**src/hfd_pkg.sv**
```systemverilog
// Package: shared types and constants of the header frame deframer.
`timescale 1ns / 1ps

package hfd_pkg;

   localparam int HEADER_BYTES = 18;
   localparam int RSP_DEPTH    = 4;

   localparam logic [7:0] CH_BANG = 8'h21;
   localparam logic [7:0] CH_H    = 8'h48;
   localparam logic [7:0] CH_D    = 8'h44;

   typedef enum logic [2:0] {
      EV_PAYLOAD = 3'd0,
      EV_ACCEPT  = 3'd1,
      EV_WRONG   = 3'd2,
      EV_END     = 3'd3,
      EV_MISSING = 3'd4
   } event_type;

   // per-cell control from the sequencer
   typedef struct packed {
      logic load;
      logic take_rx;
   } cell_ctl_type;

   // per-cell character flags
   typedef struct packed {
      logic bang;
      logic h;
   } cell_flags_type;

   typedef struct packed {
      event_type   ev;
      logic [7:0]  payload;
      logic [31:0] source;
      logic [31:0] dest;
      logic [31:0] number;
   } result_type;

endpackage

```
**src/hfd_cell.sv**
```systemverilog
// One byte cell of the window chain, with character flags.
`timescale 1ns / 1ps

module hfd_cell (
   input  logic                    clock,
   input  hfd_pkg::cell_ctl_type   ctl,
   input  logic [7:0]              neighbor,
   input  logic [7:0]              rx,
   output logic [7:0]              data,
   output hfd_pkg::cell_flags_type flags
);

   logic [7:0] data_ff;
   logic [7:0] data_in;

   assign data_in = ctl.take_rx ? rx : neighbor;

   always_ff @(posedge clock) begin
      if (ctl.load) begin
         data_ff <= data_in;
      end
   end

   assign data       = data_ff;
   assign flags.bang = (data_ff == hfd_pkg::CH_BANG);
   assign flags.h    = (data_ff == hfd_pkg::CH_H);

endmodule

```
**src/hfd_rsp_fifo.sv**
```systemverilog
// Result queue: takes up to two items per cycle, delivers one while out_ready is high.
`timescale 1ns / 1ps

module hfd_rsp_fifo #(
   parameter int DEPTH = hfd_pkg::RSP_DEPTH
) (
   input  logic                clock,
   input  logic                reset,
   input  logic [1:0]          push_n,
   input  hfd_pkg::result_type push_d0,
   input  hfd_pkg::result_type push_d1,
   output logic                has_room,
   output logic                out_valid,
   input  logic                out_ready,
   output hfd_pkg::result_type out_d
);

   localparam int PW = (DEPTH > 1) ? $clog2(DEPTH) : 1;
   localparam int CW = $clog2(DEPTH + 1);

   hfd_pkg::result_type entries [DEPTH];

   logic [PW-1:0] wr_ptr_ff, wr_ptr_in, rd_ptr_ff, rd_ptr_in, wr_next;
   logic [CW-1:0] count_ff, count_in;
   logic          pop;

   function automatic logic [PW-1:0] next_ptr(input logic [PW-1:0] p);
      return (p == PW'(DEPTH - 1)) ? '0 : p + 1'b1;
   endfunction

   assign pop       = out_valid && out_ready;
   assign wr_next   = next_ptr(wr_ptr_ff);
   assign out_valid = (count_ff != '0);
   assign out_d     = entries[rd_ptr_ff];
   // worst case is two items in one cycle
   assign has_room  = (count_ff <= CW'(DEPTH - 2));

   always_comb begin
      count_in  = CW'(count_ff + CW'(push_n) - CW'(pop));
      rd_ptr_in = pop ? next_ptr(rd_ptr_ff) : rd_ptr_ff;
      case (push_n)
         2'd1:    wr_ptr_in = wr_next;
         2'd2:    wr_ptr_in = next_ptr(wr_next);
         default: wr_ptr_in = wr_ptr_ff;
      endcase
   end

   always_ff @(posedge clock) begin
      if (reset) begin
         wr_ptr_ff <= '0;
         rd_ptr_ff <= '0;
         count_ff  <= '0;
      end else begin
         wr_ptr_ff <= wr_ptr_in;
         rd_ptr_ff <= rd_ptr_in;
         count_ff  <= count_in;
      end
   end

   always_ff @(posedge clock) begin
      if (push_n != 2'd0) begin
         entries[wr_ptr_ff] <= push_d0;
      end
      if (push_n == 2'd2) begin
         entries[wr_next] <= push_d1;
      end
   end

`ifndef ASSERT_OFF
   a_count_bound: assert property (@(posedge clock) disable iff (reset)
      count_ff <= CW'(DEPTH))
      else $error("result queue count out of range");
   a_push_room: assert property (@(posedge clock) disable iff (reset)
      (push_n != 2'd0) |-> has_room)
      else $error("result pushed without room");
   a_empty_ptrs: assert property (@(posedge clock) disable iff (reset)
      (count_ff == '0) |-> (wr_ptr_ff == rd_ptr_ff))
      else $error("empty queue with pointers apart");
`endif

endmodule

```
**src/header_frame_deframer.sv**
```systemverilog
// Top level of the header frame deframer: cell chain, sequencer, result queue.
`timescale 1ns / 1ps

// Usage
//   req_*  : one received byte per item, req_buffer_last on the last byte of a buffer.
//   rsp_*  : result items (payload byte, header accepted, wrong address, frame end,
//            delimiter missing) with the fields of the current header.
//   csr_*  : write of own_address; always ready, write only while idle.
// Results: the results of an accepted item are registered in the result queue.
// Throughput: one item per cycle while req_ready is high. An item yields zero, one or
//   two results; the 18-byte window is a chain of byte cells shifted once per item
//   while searching, and the header compare works on the chain plus the incoming byte.
// Payload bytes leave through a two-byte delay line in the first two cells,
//   so the delimiter is never passed on.
// Stall: results go into a RSP_DEPTH entry queue; req_ready drops while fewer
//   than two entries are free, and comes back as soon as rsp_ready drains it.
// Reset: clears the window fill count, mode, held header fields, queue and
//   own_address. No clearing pass; the fill count gates the compare.
module header_frame_deframer #(
   parameter int RSP_DEPTH = hfd_pkg::RSP_DEPTH
) (
   input  logic        clock,
   input  logic        reset,
   input  logic        req_valid,
   output logic        req_ready,
   input  logic [7:0]  req_rx_byte,
   input  logic        req_buffer_last,
   output logic        rsp_valid,
   input  logic        rsp_ready,
   output logic [2:0]  rsp_event_res,
   output logic [7:0]  rsp_payload_byte,
   output logic [31:0] rsp_source_address,
   output logic [31:0] rsp_dest_address,
   output logic [31:0] rsp_packet_number,
   input  logic        csr_valid,
   output logic        csr_ready,
   input  logic [31:0] csr_own_address
);

   localparam int NB = hfd_pkg::HEADER_BYTES;
   localparam int FW = $clog2(NB + 1);

   // control state
   logic [31:0]   own_address_ff;
   logic [FW-1:0] fill_ff, fill_in;
   logic          in_payload_ff, in_payload_in;
   logic [1:0]    held_count_ff, held_count_in;
   logic [31:0]   held_source_ff, held_source_in;
   logic [31:0]   held_dest_ff, held_dest_in;
   logic [31:0]   held_number_ff, held_number_in;

   // cell chain
   hfd_pkg::cell_ctl_type   ctl   [NB];
   hfd_pkg::cell_flags_type flags [NB];
   logic [7:0]              win   [NB];

   logic                step;
   logic                hdr_match;
   logic [31:0]         new_dest;
   logic                main_valid, miss;
   hfd_pkg::event_type  main_ev;
   logic [7:0]          main_pb;
   logic [1:0]          push_n;
   hfd_pkg::result_type push_d0, push_d1, out_d;
   logic                has_room;

   assign step      = req_valid && req_ready;
   assign req_ready = has_room;
   assign csr_ready = 1'b1;

   for (genvar i = 0; i < NB; i++) begin : g_cell
      logic [7:0] nb;
      if (i == NB - 1) begin : g_end
         assign nb = req_rx_byte;
      end else begin : g_mid
         assign nb = win[i+1];
      end
      hfd_cell u_cell (
         .clock    (clock),
         .ctl      (ctl[i]),
         .neighbor (nb),
         .rx       (req_rx_byte),
         .data     (win[i]),
         .flags    (flags[i])
      );
   end

   // Searching: every cell shifts toward index 0, last cell takes the byte.
   // Payload: cell 0/1 form the delay line, filled by held_count.
   always_comb begin
      for (int i = 0; i < NB; i++) begin
         if (in_payload_ff) begin
            ctl[i].load    = step && ((i == 0 && held_count_ff != 2'd1) ||
                                      (i == 1 && held_count_ff != 2'd0));
            ctl[i].take_rx = (i == 1) || (i == 0 && held_count_ff == 2'd0);
         end else begin
            ctl[i].load    = step;
            ctl[i].take_rx = (i == NB - 1);
         end
      end
   end

   // header check on the shifted window: old cell k+1 is new index k
   assign hdr_match = (fill_ff >= FW'(NB - 1)) &&
                      flags[1].bang && flags[2].bang && flags[3].h &&
                      flags[16].bang && flags[17].bang &&
                      (req_rx_byte == hfd_pkg::CH_H);
   assign new_dest  = {win[11], win[10], win[9], win[8]};

   always_comb begin
      fill_in        = fill_ff;
      in_payload_in  = in_payload_ff;
      held_count_in  = held_count_ff;
      held_source_in = held_source_ff;
      held_dest_in   = held_dest_ff;
      held_number_in = held_number_ff;
      main_valid     = 1'b0;
      main_ev        = hfd_pkg::EV_PAYLOAD;
      main_pb        = 8'd0;
      miss           = 1'b0;
      if (step) begin
         if (in_payload_ff) begin
            if (held_count_ff == 2'd2) begin
               main_valid = 1'b1;
               if (flags[0].bang && flags[1].bang && req_rx_byte == hfd_pkg::CH_D) begin
                  // delimiter consumed, back to searching
                  main_ev       = hfd_pkg::EV_END;
                  in_payload_in = 1'b0;
                  held_count_in = 2'd0;
                  fill_in       = '0;
               end else begin
                  main_ev = hfd_pkg::EV_PAYLOAD;
                  main_pb = win[0];
               end
            end else begin
               held_count_in = held_count_ff + 2'd1;
            end
         end else begin
            if (fill_ff < FW'(NB)) begin
               fill_in = fill_ff + 1'b1;
            end
            if (hdr_match) begin
               main_valid     = 1'b1;
               held_source_in = {win[7], win[6], win[5], win[4]};
               held_dest_in   = new_dest;
               held_number_in = {win[15], win[14], win[13], win[12]};
               if (new_dest == own_address_ff) begin
                  main_ev       = hfd_pkg::EV_ACCEPT;
                  in_payload_in = 1'b1;
                  held_count_in = 2'd0;
                  fill_in       = '0;
               end else begin
                  main_ev = hfd_pkg::EV_WRONG;
               end
            end
         end
         // buffer end: no header spans buffers, open payload is cut off
         if (req_buffer_last) begin
            if (in_payload_in) begin
               miss = 1'b1;
            end
            in_payload_in = 1'b0;
            held_count_in = 2'd0;
            fill_in       = '0;
         end
      end
   end

   // queue inputs; a lone missing-delimiter item goes into slot 0
   always_comb begin
      push_d0.source  = held_source_in;
      push_d0.dest    = held_dest_in;
      push_d0.number  = held_number_in;
      push_d0.ev      = main_valid ? main_ev : hfd_pkg::EV_MISSING;
      push_d0.payload = main_valid ? main_pb : 8'd0;
      push_d1         = push_d0;
      push_d1.ev      = hfd_pkg::EV_MISSING;
      push_d1.payload = 8'd0;
      push_n          = 2'(main_valid) + 2'(miss);
   end

   always_ff @(posedge clock) begin
      if (reset) begin
         own_address_ff <= '0;
         fill_ff        <= '0;
         in_payload_ff  <= 1'b0;
         held_count_ff  <= 2'd0;
         held_source_ff <= '0;
         held_dest_ff   <= '0;
         held_number_ff <= '0;
      end else begin
         if (csr_valid && csr_ready) begin
            own_address_ff <= csr_own_address;
         end
         fill_ff        <= fill_in;
         in_payload_ff  <= in_payload_in;
         held_count_ff  <= held_count_in;
         held_source_ff <= held_source_in;
         held_dest_ff   <= held_dest_in;
         held_number_ff <= held_number_in;
      end
   end

   hfd_rsp_fifo #(
      .DEPTH (RSP_DEPTH)
   ) u_rsp_fifo (
      .clock     (clock),
      .reset     (reset),
      .push_n    (push_n),
      .push_d0   (push_d0),
      .push_d1   (push_d1),
      .has_room  (has_room),
      .out_valid (rsp_valid),
      .out_ready (rsp_ready),
      .out_d     (out_d)
   );

   assign rsp_event_res      = out_d.ev;
   assign rsp_payload_byte   = out_d.payload;
   assign rsp_source_address = out_d.source;
   assign rsp_dest_address   = out_d.dest;
   assign rsp_packet_number  = out_d.number;

`ifndef ASSERT_OFF
   a_fill_bound: assert property (@(posedge clock) disable iff (reset)
      fill_ff <= FW'(NB))
      else $error("window fill out of range");
   a_search_no_held: assert property (@(posedge clock) disable iff (reset)
      !in_payload_ff |-> (held_count_ff == 2'd0))
      else $error("delay line occupied while searching");
   a_last_ends_payload: assert property (@(posedge clock) disable iff (reset)
      (step && req_buffer_last) |=> (!in_payload_ff && fill_ff == '0))
      else $error("buffer end did not reset framing");
`endif

endmodule

```
**config.mk**
```make
export PLATFORM = sky130hd
export DESIGN_NAME = header_frame_deframer
export DESIGN_NICKNAME = d
export VERILOG_FILES = /design/src/hfd_pkg.sv /design/src/hfd_cell.sv /design/src/hfd_rsp_fifo.sv /design/src/header_frame_deframer.sv
export SDC_FILE = /design/constraint.sdc
export NUM_CORES = 1
export LEC_CHECK = 0
export BUFFER_PORTS_ARGS = -buffer_cell sky130_fd_sc_hd__clkbuf_2
export CELL_PAD_IN_SITES_DETAIL_PLACEMENT = 1
export CELL_PAD_IN_SITES_GLOBAL_PLACEMENT = 1
export CORE_MARGIN = 2
export CORE_UTILIZATION = 46
export DETAILED_ROUTE_END_ITERATION = 10
export GPL_ROUTABILITY_DRIVEN = 0
export PLACE_DENSITY_LB_ADDON = 0.1
export REMOVE_ABC_BUFFERS = 1
export SETUP_SLACK_MARGIN = 0.15
export SLEW_MARGIN = 15
export SYNTH_ARGS = -nofsm -noshare
export SYNTH_HDL_FRONTEND = slang
export SYNTH_SLANG_ARGS = --single-unit
```
**constraint.sdc**
```tcl
create_clock -name clock -period 8.6 [get_ports clock]
set_input_delay 0.86 -clock clock [delete_from_list [all_inputs] [get_ports clock]]
set_output_delay 0.86 -clock clock [all_outputs]
set_load 0.02 [all_outputs]
```
==> flow_metrics.py, run 1 <==
metrics = {
    "clock_network": {
        "cts_resized": 0,
        "clockRootBuffer": "sky130_fd_sc_hd__clkbuf_16",
        "tritoncts": "yes",
        "post_cts.repair.setup_buffers": 0,
        "cts_hold_buffers": 0,
        "clockBufferDepth": 3,
        "htree_levels": 3,
        "numCtsBuffers": 75,
        "worst_setup_hold_path_clk_slew_ns": 0.06,
        "numClockSinks": 717,
        "clock_latency_reported_for_the_late_side_of_the_worst_skew_pair_ns": 0.61,
    },
    "sta": {
        "timing_limited_maximum_frequency_ghz": 0.195,
        "worst-slew-pin-transition_ns": 1.25,
        "final.period_utilization_pct": 59.7,
        "setup_ws_ns": 3.47,
        "worst_clock_skew_ns": 0.0143,
        "finalSetupViolations": 0,
        "hold_violations": 0,
        "post-route-min-period_ns": 5.13,
        "report.final.slew_viol_count": 0,
        "relSlewSlack_pct": 17.0,
        "grt_setup_unrepaired": "false",
    },
    "finish": {
        "fin_nets": 2055,
        "final-seq-area_um2": 19600,
        "area.growth.synth_to_final_pct": 14.7,
        "number_of_diodes": 0,
        "postLayoutCellArea_um2": 32000,
        "multi_input_comb_area_um2": 7820,
        "fillerInstances": 5794,
        "drive_above_1_share_pct": 22.6,
    },
    "floorplan": {
        "placement_rows": 90,
        "chipWidth_um": 250,
        "design.portCount": 156,
        "floorplan.core_area_um2": 60100,
        "dieArea_um2": 62600,
        "start_util_pct": 46.4,
        "fp.dieH_um": 250,
    },
    "pwr": {
        "vdd_ir_drop_max_mv": 0.363,
        "power-per-cell-area_nw_per_um2": 250,
        "leakagePower_nw": 9.89,
        "total_power_mw": 8.00,
    },
    "worst_hold_path": {
        "min_path_type": "flip-flop to flip-flop",
    },
    "route": {
        "drt_drc_violations_left": 0,
        "vias": 15600,
        "wl_um": 69600,
        "final_antenna_net_count": 0,
        "detail_route.vias_per_cell": 5.50,
        "drtIter0Drc": 1076,
        "route.detailed.wl_per_inst_um": 24.5,
        "detailedRoute.firstPassIterationCount": 5,
    },
    "synthesis": {
        "yosys_register_bits": 717,
        "netlist_top_cells_area": "sky130_fd_sc_hd__edfxtp_1 57%, sky130_fd_sc_hd__dfxtp_1 14%, sky130_fd_sc_hd__mux4_2 8.6%, sky130_fd_sc_hd__nor2_1 7.2%, sky130_fd_sc_hd__mux2i_1 3.6%",
        "asyncSetResetFlopFracSynth_pct": 0,
        "synth-warning-count": 0,
        "synth_seq_area_share_pct": 70.4,
        "post-synth-top-count-cell": "sky130_fd_sc_hd__nor2_1",
        "synth_top_area_share_pct": 56.9,
        "synth-edff-count": 528,
        "synth_top_area_cell": "sky130_fd_sc_hd__edfxtp_1",
        "list_of_most_frequent_post_synthesis_cells": "534 x sky130_fd_sc_hd__nor2_1, 528 x sky130_fd_sc_hd__edfxtp_1, 189 x sky130_fd_sc_hd__dfxtp_1, 107 x sky130_fd_sc_hd__mux4_2, 99 x sky130_fd_sc_hd__mux2i_1",
        "syn_area_um2": 27900,
        "synth_flop_cell": "sky130_fd_sc_hd__edfxtp_1",
        "synthCells": 1848,
        "avgSynthCellArea_um2": 15.1,
        "synth_cell_type_count": 55,
    },
    "grt": {
        "maximum_number_of_pins_on_one_net_before_global_route_repair": 108,
        "track_usage_pct": 22.7,
        "antenna_found_initial": 0,
        "globalRouteOverflowTotal": 0,
        "first_global_vias": 16900,
        "first_pass_grt_wire_length_um": 106000,
    },
    "placement": {
        "port_buffers": 154,
        "pre_cts_slack_ns": 3.14,
        "dp_hpwl_um": 39900,
        "placed_area_um2": 29400,
    },
    "setup_path": {
        "cp_required_ns": 8.83,
        "worst_setup_path_start_kind": "flip-flop",
        "cp-end-kind": "flip-flop",
        "critPathMaxFanout": 56,
        "crit_path_dat_ns": 5.36,
        "criticalPathCategory": "flip-flop to flip-flop",
    },
    "run_status": {
        "run_status": "finished, final reports clean",
    },
    "run": {
        "drv_cap": 0,
    },
}
logic make-up (layout without fill, tap and decap cells):
family / after synthesis / count (layout) / share of synthesized area [%]
adder cells (fa/ha/maj): 15 / 15 / 0.700
AO/OA/AOI/OAI: 78 / 78 / 2.10
buffers and inverters: 122 / 329 / 1.82
AND/OR/NAND/NOR: 626 / 626 / 9.21
XOR/XNOR: 38 / 38 / 1.19
multiplexers: 251 / 251 / 14.5
flip-flops: 717 / 717 / 70.4
other: 1 / 1 / 0.0134
cell usage in the layout (no fill, tap or decap), types with 4 or more instances in the layout:
| cell type | count |
|---|---|
| sky130_fd_sc_hd__nor2_1 | 533 |
| sky130_fd_sc_hd__edfxtp_1 | 528 |
| sky130_fd_sc_hd__dfxtp_1 | 187 |
| sky130_fd_sc_hd__clkbuf_2 | 153 |
| sky130_fd_sc_hd__mux4_2 | 107 |
| sky130_fd_sc_hd__mux2i_1 | 99 |
| sky130_fd_sc_hd__clkbuf_16 | 83 |
| sky130_fd_sc_hd__a22o_1 | 36 |
| sky130_fd_sc_hd__xnor2_1 | 35 |
| sky130_fd_sc_hd__nand2_1 | 29 |
| sky130_fd_sc_hd__mux2i_2 | 21 |
| sky130_fd_sc_hd__clkbuf_1 | 20 |
| sky130_fd_sc_hd__buf_4 | 20 |
| sky130_fd_sc_hd__mux2_2 | 16 |
| sky130_fd_sc_hd__nand4_1 | 14 |
| sky130_fd_sc_hd__ha_1 | 14 |
| sky130_fd_sc_hd__clkinv_2 | 13 |
| sky130_fd_sc_hd__inv_1 | 12 |
| sky130_fd_sc_hd__clkbuf_8 | 10 |
| sky130_fd_sc_hd__o21ai_0 | 8 |
| sky130_fd_sc_hd__mux2i_4 | 8 |
| sky130_fd_sc_hd__nor2b_1 | 7 |
| sky130_fd_sc_hd__a21oi_1 | 7 |
| sky130_fd_sc_hd__nor4b_1 | 6 |
| sky130_fd_sc_hd__o211ai_1 | 6 |
| sky130_fd_sc_hd__clkinv_1 | 5 |
| sky130_fd_sc_hd__nand3_1 | 5 |
| sky130_fd_sc_hd__bufinv_16 | 5 |
| sky130_fd_sc_hd__nor4bb_1 | 4 |
| sky130_fd_sc_hd__a21oi_4 | 4 |
| sky130_fd_sc_hd__inv_4 | 4 |
| sky130_fd_sc_hd__nor3_1 | 4 |
| sky130_fd_sc_hd__o21ai_1 | 4 |
| sky130_fd_sc_hd__or2_2 | 4 |
worst paths after layout:
kind	startpoint	endpoint	slack, ns	cells after the start
worst max-delay path	g_cell[8].u_cell.data[3]	u_rsp_fifo.entries[3][27]	3.47	10
worst min-delay path	u_rsp_fifo.entries[2][105]	u_rsp_fifo.entries[2][105]	0.45	2
worst max register to register	g_cell[8].u_cell.data[3]	u_rsp_fifo.entries[3][27]	3.47	10
worst min register to register	u_rsp_fifo.entries[2][105]	u_rsp_fifo.entries[2][105]	0.45	2
where the power goes:
part / switching (mW) / leakage (nW) / internal [mW] / total, mW
clock: 1.34 / 1.25 / 1.99 / 3.33
combinational: 0.327 / 3.08 / 0.222 / 0.549
sequential: 0.194 / 5.56 / 3.93 / 4.12
flip-flops by register name, indices dropped and copies added (netlist names), 3 cells and up, named ones only:
register and flops:
g_cell.u_cell.data 144, own_address_ff 32, fill_ff 5, held_source_ff 32, u_rsp_fifo.count_ff 3, held_dest_ff 32
held_number_ff 32, u_rsp_fifo.entries 428
worst max-delay path, stage by stage (launching register included):
cell and delay [ns]:
sky130_fd_sc_hd__edfxtp_1 0.48, sky130_fd_sc_hd__xnor2_1 0.18, sky130_fd_sc_hd__nand4_1 0.17, sky130_fd_sc_hd__nor4_2 0.89, sky130_fd_sc_hd__nand3_1 0.35, sky130_fd_sc_hd__nand2_1 0.20, sky130_fd_sc_hd__and4_1 0.21, sky130_fd_sc_hd__ha_1 0.66
sky130_fd_sc_hd__a21oi_4 0.14, sky130_fd_sc_hd__inv_4 0.54, sky130_fd_sc_hd__buf_4 0.81
metrics by stage:
step           hold slack (ns)  utilization, %  TNS (ns)  cells
2_1_floorplan            0.417               -  -2444.20   1743
3_3_place_gp             0.433            49.0         0   2699
3_5_place_dp             0.442            49.0         0   2699
4_1_cts                  0.430            53.2         0   2837
5_1_grt                  0.456            53.2         0   2837
6_report                 0.450            53.2         0   2837
cell type report:
class / count / share of cell area [%]
clock buffers: 113 / 7.16
clock inverters: 25 / 0.790
inverters: 17 / 0.231
multi-input cells: 1009 / 24.4
flip-flops and latches: 717 / 61.4
well taps: 782 / 3.06
repair buffers: 174 / 2.93
per-layer routing:
metal	track usage [%]	part of all wire (%)
met1	30.7	43
met4	6.31	1.9
met3	3.41	4.3
met2	38.4	50
met5	0	0
No activity file was read; power rests on OpenSTA's default activity.
==> inputs of run 2 (changes only) <==
CORE_UTILIZATION = 51   (was 46)
clock period = 5.2 ns   (was 8.6 ns; I/O delays follow)
==> run 2 against run 1 <==
Utilization increased by 6.3 points; clock-buffer cell count increased by 11; sequential power increased by 67%; critical path depth increased by 1; fmax increased by 15%; clock power increased by 59%; sequential share of layout area decreased by 0.19 points; setup slack got worse by 2.7 ns; combinational power increased by 57%; largest cell class unchanged; largest power group unchanged; highest routed layer is now met5.
==> flow_metrics.py, run 2 (synthesized netlist as in run 1, its figures left out) <==
metrics = {
    "run_status": {
        "run_status": "finished, final reports clean",
    },
    "grt": {
        "first_pass_grt_wire_length_um": 106000,
        "antenna_found_initial": 2,
        "first_global_vias": 17300,
        "maximum_number_of_pins_on_one_net_before_global_route_repair": 131,
        "globalRouteOverflowTotal": 0,
        "track_usage_pct": 25.1,
    },
    "setup_path": {
        "cp_required_ns": 5.52,
        "critical_path.reg2reg.endpoint": "u_rsp_fifo.entries[3][57]",
        "worst_setup_path_start_kind": "flip-flop",
        "cp-end-kind": "flip-flop",
        "crit_path_dat_ns": 4.80,
        "critical_path.reg2reg.startpoint": "fill_ff[1]",
        "worst-r2r-setup-slack_ns": 0.72,
        "critical_path.slowest_cell": "sky130_fd_sc_hd__buf_4",
        "crit_path_cell_trace": "or3_1 -> o311ai_2 -> nor4_4 -> and2_1 -> o21ai_0 -> inv_1 -> ha_1 -> a21oi_4 -> buf_4 -> buf_4 -> nor2_1",
        "r2r_worst_path_depth": 11,
        "criticalPathCategory": "flip-flop to flip-flop",
        "timing.critical_path.slowest_cell_delay_ns": 0.74,
        "critPathMaxFanout": 58,
        "critical-path-top-cell-by-count": "sky130_fd_sc_hd__buf_4",
    },
    "pwr": {
        "total_power_mw": 13.0,
        "vdd_ir_drop_max_mv": 0.381,
        "leakagePower_nw": 9.97,
        "power-per-cell-area_nw_per_um2": 406,
    },
    "worst_hold_path": {
        "worstHoldStart": "csr_own_address[29]",
        "timing.hold.worst_endpoint": "own_address_ff[29]",
        "min_path_type": "input pin to flip-flop",
        "holdPathStages": 3,
    },
    "clock_network": {
        "numClockSinks": 717,
        "htree_levels": 3,
        "worst_setup_hold_path_clk_slew_ns": 0.06,
        "post_cts.repair.setup_buffers": 0,
        "cts_resized": 0,
        "clock_latency_reported_for_the_late_side_of_the_worst_skew_pair_ns": 0.60,
        "numCtsBuffers": 75,
        "clockRootBuffer": "sky130_fd_sc_hd__clkbuf_16",
        "cts_hold_buffers": 0,
        "clockBufferDepth": 3,
        "tritoncts": "yes",
    },
    "sta": {
        "grt_setup_unrepaired": "false",
        "hold_violations": 0,
        "report.final.slew_viol_count": 0,
        "worst-slew-pin-transition_ns": 1.07,
        "fin_tns_setup_ns": 0,
        "timing_limited_maximum_frequency_ghz": 0.223,
        "finalSetupViolations": 0,
        "relSlewSlack_pct": 28.4,
        "final.period_utilization_pct": 86.1,
        "worst_clock_skew_ns": 0.0197,
        "post-route-min-period_ns": 4.48,
    },
    "placement": {
        "dp_hpwl_um": 40800,
        "placed_area_um2": 29600,
        "port_buffers": 154,
    },
    "route": {
        "detail_route.vias_per_cell": 5.73,
        "detailedRoute.firstPassIterationCount": 5,
        "final_antenna_net_count": 0,
        "drt_drc_violations_left": 0,
        "vias": 15900,
        "wl_um": 69300,
        "route.detailed.wl_per_inst_um": 25.1,
        "drtIter0Drc": 1147,
    },
    "finish": {
        "area.growth.synth_to_final_pct": 15.1,
        "postLayoutCellArea_um2": 32100,
        "fin_nets": 2070,
        "fillerInstances": 5009,
        "max_flop_register": "u_rsp_fifo.entries",
        "most-common-layout-cells": "533 x sky130_fd_sc_hd__nor2_1, 528 x sky130_fd_sc_hd__edfxtp_1, 187 x sky130_fd_sc_hd__dfxtp_1",
        "final-seq-area_um2": 19600,
        "leading_cell_type_in_the_layout_fill_and_taps_excluded": "sky130_fd_sc_hd__nor2_1",
        "multi_input_comb_area_um2": 7810,
        "finalCoreUtilization_pct": 59.5,
        "number_of_diodes": 0,
        "largest_register_ffs": 428,
        "drive_above_1_share_pct": 22.8,
    },
    "floorplan": {
        "chipWidth_um": 238,
        "start_util_pct": 51.7,
        "placement_rows": 85,
        "fp.dieH_um": 238,
        "floorplan.core_area_um2": 53900,
        "dieArea_um2": 56600,
        "design.portCount": 156,
    },
    "run": {
        "drv_cap": 0,
    },
}
## run 2: worst max path at each step
stage,start,end,depth (start not counted)
2_1_floorplan,req_valid,u_rsp_fifo.entries[1][0],6
3_3_place_gp,req_rx_byte[5],u_rsp_fifo.entries[1][21],12
3_5_place_dp,fill_ff[1],u_rsp_fifo.entries[3][23],11
4_1_cts,fill_ff[1],u_rsp_fifo.entries[3][57],11
5_1_grt,in_payload_ff,u_rsp_fifo.entries[3][53],9
6_report,fill_ff[1],u_rsp_fifo.entries[3][57],11
## run 2: stage by stage
stage | hold WS, ns | cells | setup WS [ns]
after floorplan | 0.417 | 1743 | -6.80
after global placement | 0.433 | 2628 | 0.834
after detailed placement | 0.436 | 2628 | 0.718
after CTS | 0.129 | 2766 | 0.700
after global routing | 0.143 | 2766 | 0.443
final | 0.156 | 2766 | 0.721
## run 2: metal layers
metal | part of all wire (%) | up-vias | track usage (%)
li1 | - | 7076 | -
met1 | 43 | 8331 | 33.3
met2 | 51 | 362 | 43.6
met3 | 4.3 | 85 | 3.38
met4 | 1.9 | 2 | 7.05
met5 | 0.010 | - | 0
## run 2: area by class of cell
cell class	instances	area share [%]
Inverter	17	0.230
Timing Repair Buffer	189	3.89
Clock inverter	14	0.464
Multi-Input combinational cell	1009	24.3
Tap cell	696	2.71
Clock buffer	124	7.15
Sequential cell	717	61.2
## run 2: power by group
part | switching, mW | total, mW | internal (mW)
clock network | 2.14 | 5.30 | 3.16
registers | 0.372 | 6.86 | 6.49
logic | 0.488 | 0.862 | 0.374
## run 2: worst max-delay path: cells and delay by family (launching register included)
| kind | cells | cell delay, ns |
|---|---|---|
| DFF | 1 | 0.36 |
| adders and majority gates | 1 | 0.40 |
| buffers and inverters | 3 | 1.56 |
| and+or+nand+nor | 4 | 0.93 |
| AOI/OAI and AO/OA | 3 | 0.92 |
